==> src/kfrm_pkg.sv <==
// Package for the k-mer flank repeat matcher.
// Holds the sizing constants, operation and result codes, payload and control structs.
// No dependencies; every other file of the block imports it.
`default_nettype none

package kfrm_pkg;

    localparam int TABLE_DEPTH = 64;
    localparam int KMER_BITS   = 32;

    localparam int KMER_IN_W = 32;
    localparam int KEY_W     = (KMER_BITS < KMER_IN_W) ? KMER_BITS : KMER_IN_W;
    localparam int CNT_W     = $clog2(TABLE_DEPTH + 1);
    localparam int ADDR_W    = (TABLE_DEPTH > 1) ? $clog2(TABLE_DEPTH) : 1;
    localparam int OP_W      = 3;
    localparam int LIMIT_W   = 8;
    localparam int HITS_W    = 8;
    localparam int KIND_W    = 2;
    localparam int GAP_W     = 2;

    localparam logic [LIMIT_W-1:0] LIMIT_RESET = LIMIT_W'(3);

    localparam logic [OP_W-1:0] OP_CLEAR      = OP_W'(0);
    localparam logic [OP_W-1:0] OP_APPEND_FWD = OP_W'(1);
    localparam logic [OP_W-1:0] OP_APPEND_REV = OP_W'(2);
    localparam logic [OP_W-1:0] OP_LEFT       = OP_W'(3);
    localparam logic [OP_W-1:0] OP_RIGHT      = OP_W'(4);
    localparam logic [OP_W-1:0] OP_FINISH     = OP_W'(5);

    localparam logic [KIND_W-1:0] KIND_NONE = KIND_W'(0);
    localparam logic [KIND_W-1:0] KIND_FWD  = KIND_W'(1);
    localparam logic [KIND_W-1:0] KIND_REV  = KIND_W'(2);

    localparam logic [GAP_W-1:0] GAP_NONE   = GAP_W'(0);
    localparam logic [GAP_W-1:0] GAP_CENTER = GAP_W'(1);
    localparam logic [GAP_W-1:0] GAP_RIGHT  = GAP_W'(2);
    localparam logic [GAP_W-1:0] GAP_LEFT   = GAP_W'(3);

    typedef struct packed {
        logic [OP_W-1:0]      operation;
        logic [KMER_IN_W-1:0] kmer_value;
    } kfrm_in_t;

    typedef struct packed {
        logic              left_matched;
        logic              right_matched;
        logic [KIND_W-1:0] left_hit_kind;
        logic [KIND_W-1:0] right_hit_kind;
        logic [GAP_W-1:0]  gap_class;
        logic              any_match;
        logic              table_overflow;
    } kfrm_out_t;

    typedef struct packed {
        logic clear;
        logic append_fwd;
        logic append_rev;
        logic load_key;
        logic side_right;
        logic scan_step;
        logic update;
        logic report;
    } kfrm_cmd_t;

    typedef struct packed {
        logic left_done;
        logic right_done;
        logic scan_last;
    } kfrm_sts_t;

    typedef enum logic [1:0] {
        ST_IDLE,
        ST_SCAN,
        ST_UPDATE
    } kfrm_state_t;

endpackage

`default_nettype wire

==> src/kfrm_ctrl.sv <==
// Controller state machine of the k-mer flank repeat matcher.
// Decodes each accepted transaction into datapath commands; depends on kfrm_pkg.
`default_nettype none

module kfrm_ctrl
    import kfrm_pkg::*;
(
    input  wire logic            clk,
    input  wire logic            rst_n,
    input  wire logic            start,
    input  wire logic [OP_W-1:0] operation,
    input  wire kfrm_sts_t       sts,
    output logic                 busy,
    output kfrm_cmd_t            cmd
);

    kfrm_state_t state_reg;
    kfrm_state_t state_next;
    logic        live_left;
    logic        live_right;

    assign live_left  = start && (operation == OP_LEFT) && !sts.left_done;
    assign live_right = start && (operation == OP_RIGHT) && !sts.right_done;

    always_ff @(posedge clk or negedge rst_n)
    begin
        if (!rst_n)
        begin
            state_reg <= ST_IDLE;
        end
        else
        begin
            state_reg <= state_next;
        end
    end

    always_comb
    begin
        state_next = state_reg;
        case (state_reg)
            ST_IDLE:
            begin
                if (live_left || live_right)
                begin
                    state_next = ST_SCAN;
                end
            end
            ST_SCAN:
            begin
                if (sts.scan_last)
                begin
                    state_next = ST_UPDATE;
                end
            end
            ST_UPDATE:
            begin
                state_next = ST_IDLE;
            end
            default:
            begin
                state_next = ST_IDLE;
            end
        endcase
    end

    always_comb
    begin
        cmd  = '0;
        busy = 1'b1;
        case (state_reg)
            ST_IDLE:
            begin
                busy           = 1'b0;
                cmd.clear      = start && (operation == OP_CLEAR);
                cmd.append_fwd = start && (operation == OP_APPEND_FWD);
                cmd.append_rev = start && (operation == OP_APPEND_REV);
                cmd.report     = start && (operation == OP_FINISH);
                cmd.load_key   = live_left || live_right;
                cmd.side_right = live_right;
            end
            ST_SCAN:
            begin
                cmd.scan_step = 1'b1;
            end
            ST_UPDATE:
            begin
                cmd.update = 1'b1;
            end
            default:
            begin
                busy = 1'b1;
            end
        endcase
    end

endmodule

`default_nettype wire

==> src/kfrm_dp.sv <==
// Datapath of the k-mer flank repeat matcher: both k-mer tables, fill counts,
// the scan pipeline, per-side hit state and the result register; depends on kfrm_pkg.
`default_nettype none

module kfrm_dp
    import kfrm_pkg::*;
(
    input  wire logic                 clk,
    input  wire logic                 rst_n,
    input  wire kfrm_cmd_t            cmd,
    input  wire logic [KMER_IN_W-1:0] kmer_value,
    input  wire logic                 cfg_we,
    input  wire logic [LIMIT_W-1:0]   cfg_data,
    output kfrm_sts_t                 sts,
    output kfrm_out_t                 result,
    output logic                      result_valid
);

    logic [KEY_W-1:0]   fwd_mem [TABLE_DEPTH];
    logic [KEY_W-1:0]   rev_mem [TABLE_DEPTH];

    logic [KEY_W-1:0]   key_in;
    logic [KEY_W-1:0]   key_reg;
    logic               side_reg;
    logic [CNT_W-1:0]   idx_reg;
    logic [CNT_W-1:0]   fwd_cnt_reg;
    logic [CNT_W-1:0]   rev_cnt_reg;
    logic [CNT_W-1:0]   scan_end;
    logic [KEY_W-1:0]   fwd_rdata_reg;
    logic [KEY_W-1:0]   rev_rdata_reg;
    logic               fwd_rdv_reg;
    logic               rev_rdv_reg;
    logic               fwd_found_reg;
    logic               rev_found_reg;
    logic               fwd_issue;
    logic               rev_issue;
    logic               fwd_full;
    logic               rev_full;
    logic [HITS_W-1:0]  left_hits_reg;
    logic [HITS_W-1:0]  right_hits_reg;
    logic               left_done_reg;
    logic               right_done_reg;
    logic [KIND_W-1:0]  left_kind_reg;
    logic [KIND_W-1:0]  right_kind_reg;
    logic               ovf_reg;
    logic [LIMIT_W-1:0] limit_reg;
    logic               hit_any;
    logic [KIND_W-1:0]  kind_next;
    logic [HITS_W-1:0]  side_hits;
    logic [HITS_W:0]    total_next;
    logic [HITS_W-1:0]  hits_next;
    logic               done_next;
    kfrm_out_t          result_next;
    kfrm_out_t          result_reg;
    logic               result_valid_reg;

    assign key_in    = kmer_value[KEY_W-1:0];
    assign fwd_full  = fwd_cnt_reg >= CNT_W'(TABLE_DEPTH);
    assign rev_full  = rev_cnt_reg >= CNT_W'(TABLE_DEPTH);
    assign scan_end  = (fwd_cnt_reg > rev_cnt_reg) ? fwd_cnt_reg : rev_cnt_reg;
    assign fwd_issue = cmd.scan_step && (idx_reg < fwd_cnt_reg);
    assign rev_issue = cmd.scan_step && (idx_reg < rev_cnt_reg);

    assign sts.left_done  = left_done_reg;
    assign sts.right_done = right_done_reg;
    assign sts.scan_last  = (idx_reg == scan_end);

    always_ff @(posedge clk)
    begin
        if (cmd.append_fwd && !fwd_full)
        begin
            fwd_mem[fwd_cnt_reg[ADDR_W-1:0]] <= key_in;
        end
        if (fwd_issue)
        begin
            fwd_rdata_reg <= fwd_mem[idx_reg[ADDR_W-1:0]];
        end
    end

    always_ff @(posedge clk)
    begin
        if (cmd.append_rev && !rev_full)
        begin
            rev_mem[rev_cnt_reg[ADDR_W-1:0]] <= key_in;
        end
        if (rev_issue)
        begin
            rev_rdata_reg <= rev_mem[idx_reg[ADDR_W-1:0]];
        end
    end

    always_ff @(posedge clk)
    begin
        if (cmd.load_key)
        begin
            key_reg <= key_in;
        end
    end

    assign hit_any    = fwd_found_reg || rev_found_reg;
    assign kind_next  = fwd_found_reg ? KIND_FWD : KIND_REV;
    assign side_hits  = side_reg ? right_hits_reg : left_hits_reg;
    assign total_next = {1'b0, side_hits} + {{HITS_W{1'b0}}, hit_any};
    assign hits_next  = total_next[HITS_W] ? {HITS_W{1'b1}} : total_next[HITS_W-1:0];
    assign done_next  = total_next > (HITS_W + 1)'(limit_reg);

    always_comb
    begin
        result_next                = '0;
        result_next.left_matched   = left_done_reg;
        result_next.right_matched  = right_done_reg;
        result_next.left_hit_kind  = left_kind_reg;
        result_next.right_hit_kind = right_kind_reg;
        result_next.any_match      = left_done_reg || right_done_reg;
        result_next.table_overflow = ovf_reg;
        if (left_done_reg && right_done_reg)
        begin
            result_next.gap_class = GAP_CENTER;
        end
        else if (left_done_reg)
        begin
            result_next.gap_class = GAP_RIGHT;
        end
        else if (right_done_reg)
        begin
            result_next.gap_class = GAP_LEFT;
        end
        else
        begin
            result_next.gap_class = GAP_NONE;
        end
    end

    always_ff @(posedge clk)
    begin
        if (cmd.report)
        begin
            result_reg <= result_next;
        end
    end

    always_ff @(posedge clk or negedge rst_n)
    begin
        if (!rst_n)
        begin
            side_reg         <= 1'b0;
            idx_reg          <= '0;
            fwd_cnt_reg      <= '0;
            rev_cnt_reg      <= '0;
            fwd_rdv_reg      <= 1'b0;
            rev_rdv_reg      <= 1'b0;
            fwd_found_reg    <= 1'b0;
            rev_found_reg    <= 1'b0;
            left_hits_reg    <= '0;
            right_hits_reg   <= '0;
            left_done_reg    <= 1'b0;
            right_done_reg   <= 1'b0;
            left_kind_reg    <= KIND_NONE;
            right_kind_reg   <= KIND_NONE;
            ovf_reg          <= 1'b0;
            limit_reg        <= LIMIT_RESET;
            result_valid_reg <= 1'b0;
        end
        else
        begin
            fwd_rdv_reg      <= fwd_issue;
            rev_rdv_reg      <= rev_issue;
            result_valid_reg <= cmd.report;

            if (cfg_we)
            begin
                limit_reg <= cfg_data;
            end

            if (cmd.clear)
            begin
                fwd_cnt_reg    <= '0;
                rev_cnt_reg    <= '0;
                left_hits_reg  <= '0;
                right_hits_reg <= '0;
                left_done_reg  <= 1'b0;
                right_done_reg <= 1'b0;
                left_kind_reg  <= KIND_NONE;
                right_kind_reg <= KIND_NONE;
                ovf_reg        <= 1'b0;
            end

            if (cmd.append_fwd)
            begin
                if (fwd_full)
                begin
                    ovf_reg <= 1'b1;
                end
                else
                begin
                    fwd_cnt_reg <= fwd_cnt_reg + CNT_W'(1);
                end
            end

            if (cmd.append_rev)
            begin
                if (rev_full)
                begin
                    ovf_reg <= 1'b1;
                end
                else
                begin
                    rev_cnt_reg <= rev_cnt_reg + CNT_W'(1);
                end
            end

            if (cmd.load_key)
            begin
                side_reg      <= cmd.side_right;
                idx_reg       <= '0;
                fwd_found_reg <= 1'b0;
                rev_found_reg <= 1'b0;
            end
            else
            begin
                if (cmd.scan_step && !sts.scan_last)
                begin
                    idx_reg <= idx_reg + CNT_W'(1);
                end
                if (fwd_rdv_reg && (fwd_rdata_reg == key_reg))
                begin
                    fwd_found_reg <= 1'b1;
                end
                if (rev_rdv_reg && (rev_rdata_reg == key_reg))
                begin
                    rev_found_reg <= 1'b1;
                end
            end

            if (cmd.update)
            begin
                if (side_reg)
                begin
                    right_hits_reg <= hits_next;
                    right_done_reg <= done_next;
                    if (hit_any)
                    begin
                        right_kind_reg <= kind_next;
                    end
                end
                else
                begin
                    left_hits_reg <= hits_next;
                    left_done_reg <= done_next;
                    if (hit_any)
                    begin
                        left_kind_reg <= kind_next;
                    end
                end
            end
        end
    end

    assign result       = result_reg;
    assign result_valid = result_valid_reg;

`ifndef NO_ASSERTIONS
    a_fwd_count_bound: assert property (@(posedge clk) disable iff (!rst_n)
        fwd_cnt_reg <= CNT_W'(TABLE_DEPTH))
        else $error("Forward table fill count exceeds the table depth.");

    a_left_done_sticky: assert property (@(posedge clk) disable iff (!rst_n)
        left_done_reg && !cmd.clear |=> left_done_reg)
        else $error("Left side lost its matched state without a clear.");

    a_hits_monotonic: assert property (@(posedge clk) disable iff (!rst_n)
        !cmd.clear |=> (left_hits_reg >= $past(left_hits_reg)))
        else $error("Left hit counter decreased without a clear.");

    a_rdata_from_scan: assert property (@(posedge clk) disable iff (!rst_n)
        fwd_rdv_reg || rev_rdv_reg |-> $past(cmd.scan_step))
        else $error("Table read data marked valid outside a scan.");

    a_scan_exclusive: assert property (@(posedge clk) disable iff (!rst_n)
        cmd.scan_step |-> !cmd.report && !cmd.clear && !cmd.append_fwd && !cmd.append_rev)
        else $error("Table or result command issued during a scan.");
`endif

endmodule

`default_nettype wire

==> src/kmer_flank_repeat_matcher.sv <==
// Top level of the k-mer flank repeat matcher.
// Joins the controller and the datapath; depends on kfrm_pkg, kfrm_ctrl and kfrm_dp.
//
// A transaction is taken at a rising edge with start high and busy low; the
// command struct carries the operation and the k-mer. Clear, append and finish
// leave busy low. A finish puts its result on the result struct with
// result_valid high for exactly one cycle, the cycle after it was taken; the
// receiver cannot hold it off. A flank transaction on a side that is not yet
// matched scans both tables in parallel, one entry of each per cycle, and
// holds busy high through the scan of the fuller table and the update of that
// side's hit state. A flank transaction on a matched side leaves busy low.
// The limit register is written through cfg_valid/cfg_ready/cfg_data; ready
// follows busy low. Reset empties both tables, clears all hit state and the
// overflow flag, and loads a limit of 3; no clearing pass is needed.
`default_nettype none

module kmer_flank_repeat_matcher
    import kfrm_pkg::*;
(
    input  wire logic               clk,
    input  wire logic               rst_n,
    input  wire logic               start,
    output logic                    busy,
    input  wire kfrm_in_t           command,
    output kfrm_out_t               result,
    output logic                    result_valid,
    input  wire logic               cfg_valid,
    output logic                    cfg_ready,
    input  wire logic [LIMIT_W-1:0] cfg_data
);

    kfrm_cmd_t cmd;
    kfrm_sts_t sts;

    assign cfg_ready = !busy;

    kfrm_ctrl u_ctrl (
        .clk       (clk),
        .rst_n     (rst_n),
        .start     (start),
        .operation (command.operation),
        .sts       (sts),
        .busy      (busy),
        .cmd       (cmd)
    );

    kfrm_dp u_dp (
        .clk          (clk),
        .rst_n        (rst_n),
        .cmd          (cmd),
        .kmer_value   (command.kmer_value),
        .cfg_we       (cfg_valid && cfg_ready),
        .cfg_data     (cfg_data),
        .sts          (sts),
        .result       (result),
        .result_valid (result_valid)
    );

endmodule

`default_nettype wire
==> config.mk <==
export PLATFORM = sky130hd
export DESIGN_NAME = kmer_flank_repeat_matcher
export DESIGN_NICKNAME = d
export VERILOG_FILES = /design/src/kfrm_pkg.sv /design/src/kfrm_ctrl.sv /design/src/kfrm_dp.sv /design/src/kmer_flank_repeat_matcher.sv
export SDC_FILE = /design/constraint.sdc
export NUM_CORES = 2
export LEC_CHECK = 0
export BUFFER_PORTS_ARGS = -buffer_cell sky130_fd_sc_hd__buf_2
export CAP_MARGIN = 25
export CORE_MARGIN = 1
export CORE_UTILIZATION = 45
export CTS_CLUSTER_DIAMETER = 120
export CTS_CLUSTER_SIZE = 16
export DETAILED_ROUTE_END_ITERATION = 6
export GPL_TIMING_DRIVEN = 1
export PLACE_DENSITY = 0.68
export SLEW_MARGIN = 20
export SYNTH_ARGS = -nofsm -noshare
export SYNTH_HDL_FRONTEND = slang
export SYNTH_SLANG_ARGS = --single-unit
==> constraint.sdc <==
create_clock -name clk -period 4.45 [get_ports clk]
set_input_delay 0.2225 -clock clk [delete_from_list [all_inputs] [get_ports clk]]
set_output_delay 0.2225 -clock clk [all_outputs]
set_load 0.02 [all_outputs]
==> results.json <==
{
  "critPathSlowestCell": "dfrtp_4",
  "ys_types": 56,
  "placed_cell_area_sq_um": 173000,
  "p_leak_nw": 53.6,
  "rr_startpoint": "u_dp.idx_reg[0]",
  "syn2layout_area_growth_pct": 11.9,
  "ir_worst_vdd_mv": 0.277,
  "die_w_um": 604,
  "reg2regPathDepth": 6,
  "yosysWarnings": 0,
  "max_freq_mhz": 271,
  "drc": 0,
  "crit_start": "u_dp.idx_reg[0]",
  "period_minus_slack_ns": 3.68,
  "fin_skew_ns": 0.0476,
  "critPathKind": "flip-flop to flip-flop",
  "rows": 220,
  "r2r_end": "u_dp.fwd_rdata_reg[0]",
  "post_cts_buffers": 0,
  "initial_utilization_pct": 45.3,
  "path_depth": 6,
  "place_hpwl_um": 234000,
  "syn_area_per_cell_sq_um": 25.0,
  "cpLargestDelayFamily": "multiplexers",
  "tightest_slew_ns": 1.18,
  "clockBufferDepth": 4,
  "fin_ws_ns": 0.766,
  "final_net_count": 7042,
  "crit_buf_inv": 3,
  "syn_nets": 6588,
  "core-area_sq_um": 359000,
  "end_kind": "flip-flop",
  "drv_slew": 0,
  "drtIter0Drc": 11100,
  "synth_ff_type": "edfxtp_1",
  "rrSetupSlack_ns": 0.77,
  "cts_buffers": 309,
  "status": "finished, violations left",
  "placedCellCount": 11400,
  "max_stage_delay_ns": 0.90,
  "synth_area_sq_um": 163000,
  "min_period_over_period_pct": 82.8,
  "htreeDepth": 5,
  "wl_per_cell_um": 34.5,
  "ios": 60,
  "vias": 74700,
  "cp.required_ns": 5.09,
  "async_reset_ff_share_pct": 1.41,
  "drtAntennaViolNets": 1,
  "dr.pass1.iters": 5,
  "start_kind": "flip-flop",
  "synth-seq-cells": 4262,
  "grt-ovfl-total": 0,
  "stdcell_count": 11800,
  "finalPower_mw": 70.7,
  "setup_tns_ns": 0,
  "path_cells": "buf_12, buf_12, buf_12, mux4_2, mux4_2, mux4_2",
  "path_clk_slew_ns": 0.07,
  "die_y_um": 604,
  "clock_latency_ns": 0.90,
  "place_ws_ns": 0.811,
  "grt_pass1_wl_um": 572000,
  "port_buffers": 59,
  "max-slew-margin-rel_pct": 20.9,
  "ys_seq_area_share_pct": 78.4,
  "synth-edff-count": 4202,
  "powerDensity_nw_per_um2": 388,
  "hp-class": "input port to flip-flop",
  "antenna_found_initial": 57,
  "layout-drive-gt1-share_pct": 32.0,
  "routed_wl_um": 408000,
  "dieArea_sq_um": 364000,
  "syn_inst": 6506,
  "cp-endpoint": "u_dp.fwd_rdata_reg[0]",
  "root_buffer": "clkbuf_16",
  "grt_max_degree": 130,
  "post-route-util_pct": 50.7,
  "grt_use_total_pct": 22.3,
  "finalHoldViolCount": 0,
  "setup_viol": 0,
  "grt_pass1_vias": 74700,
  "critical_path_peak_fanout": 24,
  "timing.hold.ws_ns": 0.0404,
  "tritoncts": "yes",
  "rsz0062_at_grt": "no",
  "hold_buffers": 48,
  "gp_congestion": 0.876,
  "violations": "antenna violations",
  "fillers": 27300,
  "post_drt_via_cell_ratio": 6.33,
  "max_cap_viol_count": 0,
  "arrival_ns": 4.32,
  "fin_area_sq_um": 182000,
  "cts_resized": 0,
  "clock_sinks": 4262
}
[cell families after synthesis]
logic type | count (synthesis) | synth area share (%)
flops | 4262 | 78.4
mux | 1356 | 18.7
buf+inv | 356 | 0.946
simple gates | 322 | 0.897
compound gates | 94 | 0.370
xor+xnor | 81 | 0.436
fa+ha+maj | 35 | 0.269
[per-layer routing]
metal	track usage, %	wire (um)
met5	0	66
met4	5.88	11400
met3	5.00	43500
met2	35.1	194000
met1	31.7	159000
[how the worst min path moves through the flow]
stage | depth (start not counted) | endpoint | slack, ns | from
after floorplan | 0 | u_ctrl.state_reg[0] | -0.07 | rst_n
after global placement | 1 | u_dp.limit_reg[4] | 0.30 | rst_n
after detailed placement | 1 | u_dp.limit_reg[2] | 0.32 | rst_n
after CTS | 1 | u_dp.rev_mem[8][4] | 0.01 | command[4]
after global routing | 1 | u_dp.rev_mem[18][25] | 0.04 | command[25]
final | 1 | u_dp.rev_mem[19][25] | 0.04 | command[25]
[synthesized netlist by cell type, drive strengths merged, types with 3 or more instances]
cell type / count / area (sq um)
edfxtp: 4202 / 126000
mux4: 1344 / 30300
clkbuf: 195 / 732
nor2: 161 / 604
buf: 134 / 707
xnor2: 63 / 552
dfrtp: 58 / 1450
nand3: 53 / 265
o21ai: 39 / 195
nand2: 38 / 143
ha: 35 / 438
inv: 27 / 101
nand4: 18 / 113
xor2: 18 / 158
a21oi: 13 / 65.1
nand2b: 10 / 62.6
nor4: 10 / 62.6
mux2i: 9 / 90.1
nor2b: 9 / 56.3
nor3: 6 / 30.0
o22ai: 5 / 37.5
a21o: 4 / 30.0
a32oi: 4 / 35.0
nand3b: 4 / 30.0
o21a: 4 / 30.0
a32o: 3 / 30.0
mux2: 3 / 33.8
o211ai: 3 / 22.5
o31ai: 3 / 22.5
or2: 3 / 18.8
[final cells by class]
cell class / count / area, sq um / share of cell area, %
Antenna cell: 19 / 47.5 / 0.0261
Clock buffer: 361 / 8230 / 4.52
Clock inverter: 10 / 123 / 0.0673
Inverter: 27 / 104 / 0.0570
Multi-Input combinational cell: 1888 / 34600 / 19.0
Sequential cell: 4262 / 128000 / 70.1
Tap cell: 4773 / 5970 / 3.28
Timing Repair Buffer: 472 / 5360 / 2.94
[cell usage in the layout (no fill, tap or decap), types with 13 or more instances in the layout]
| master | n |
|---|---|
| nor2_1 | 35 |
| buf_2 | 28 |
| xor2_1 | 18 |
| edfxtp_1 | 4202 |
| ha_1 | 35 |
| clkbuf_1 | 38 |
| a21oi_1 | 13 |
| diode_2 | 19 |
| xnor2_1 | 63 |
| mux4_2 | 1344 |
| o21ai_0 | 29 |
| inv_1 | 24 |
| clkbuf_16 | 323 |
| nand3_1 | 46 |
| buf_4 | 246 |
| nand4_1 | 18 |
| nand2_1 | 38 |
| nor2_4 | 126 |
| dlygate4sd3_1 | 57 |
| buf_12 | 131 |
| dfrtp_1 | 53 |
[where the power goes]
part / switching (mW) / total, mW / internal [mW]
logic: 0.745 / 0.832 / 0.0875
clock network: 12.9 / 25.9 / 13.0
registers: 0 / 44.0 / 44.0
total: 13.6 / 70.7 / 57.1
Note: power is estimated with default switching activity, not from simulation.
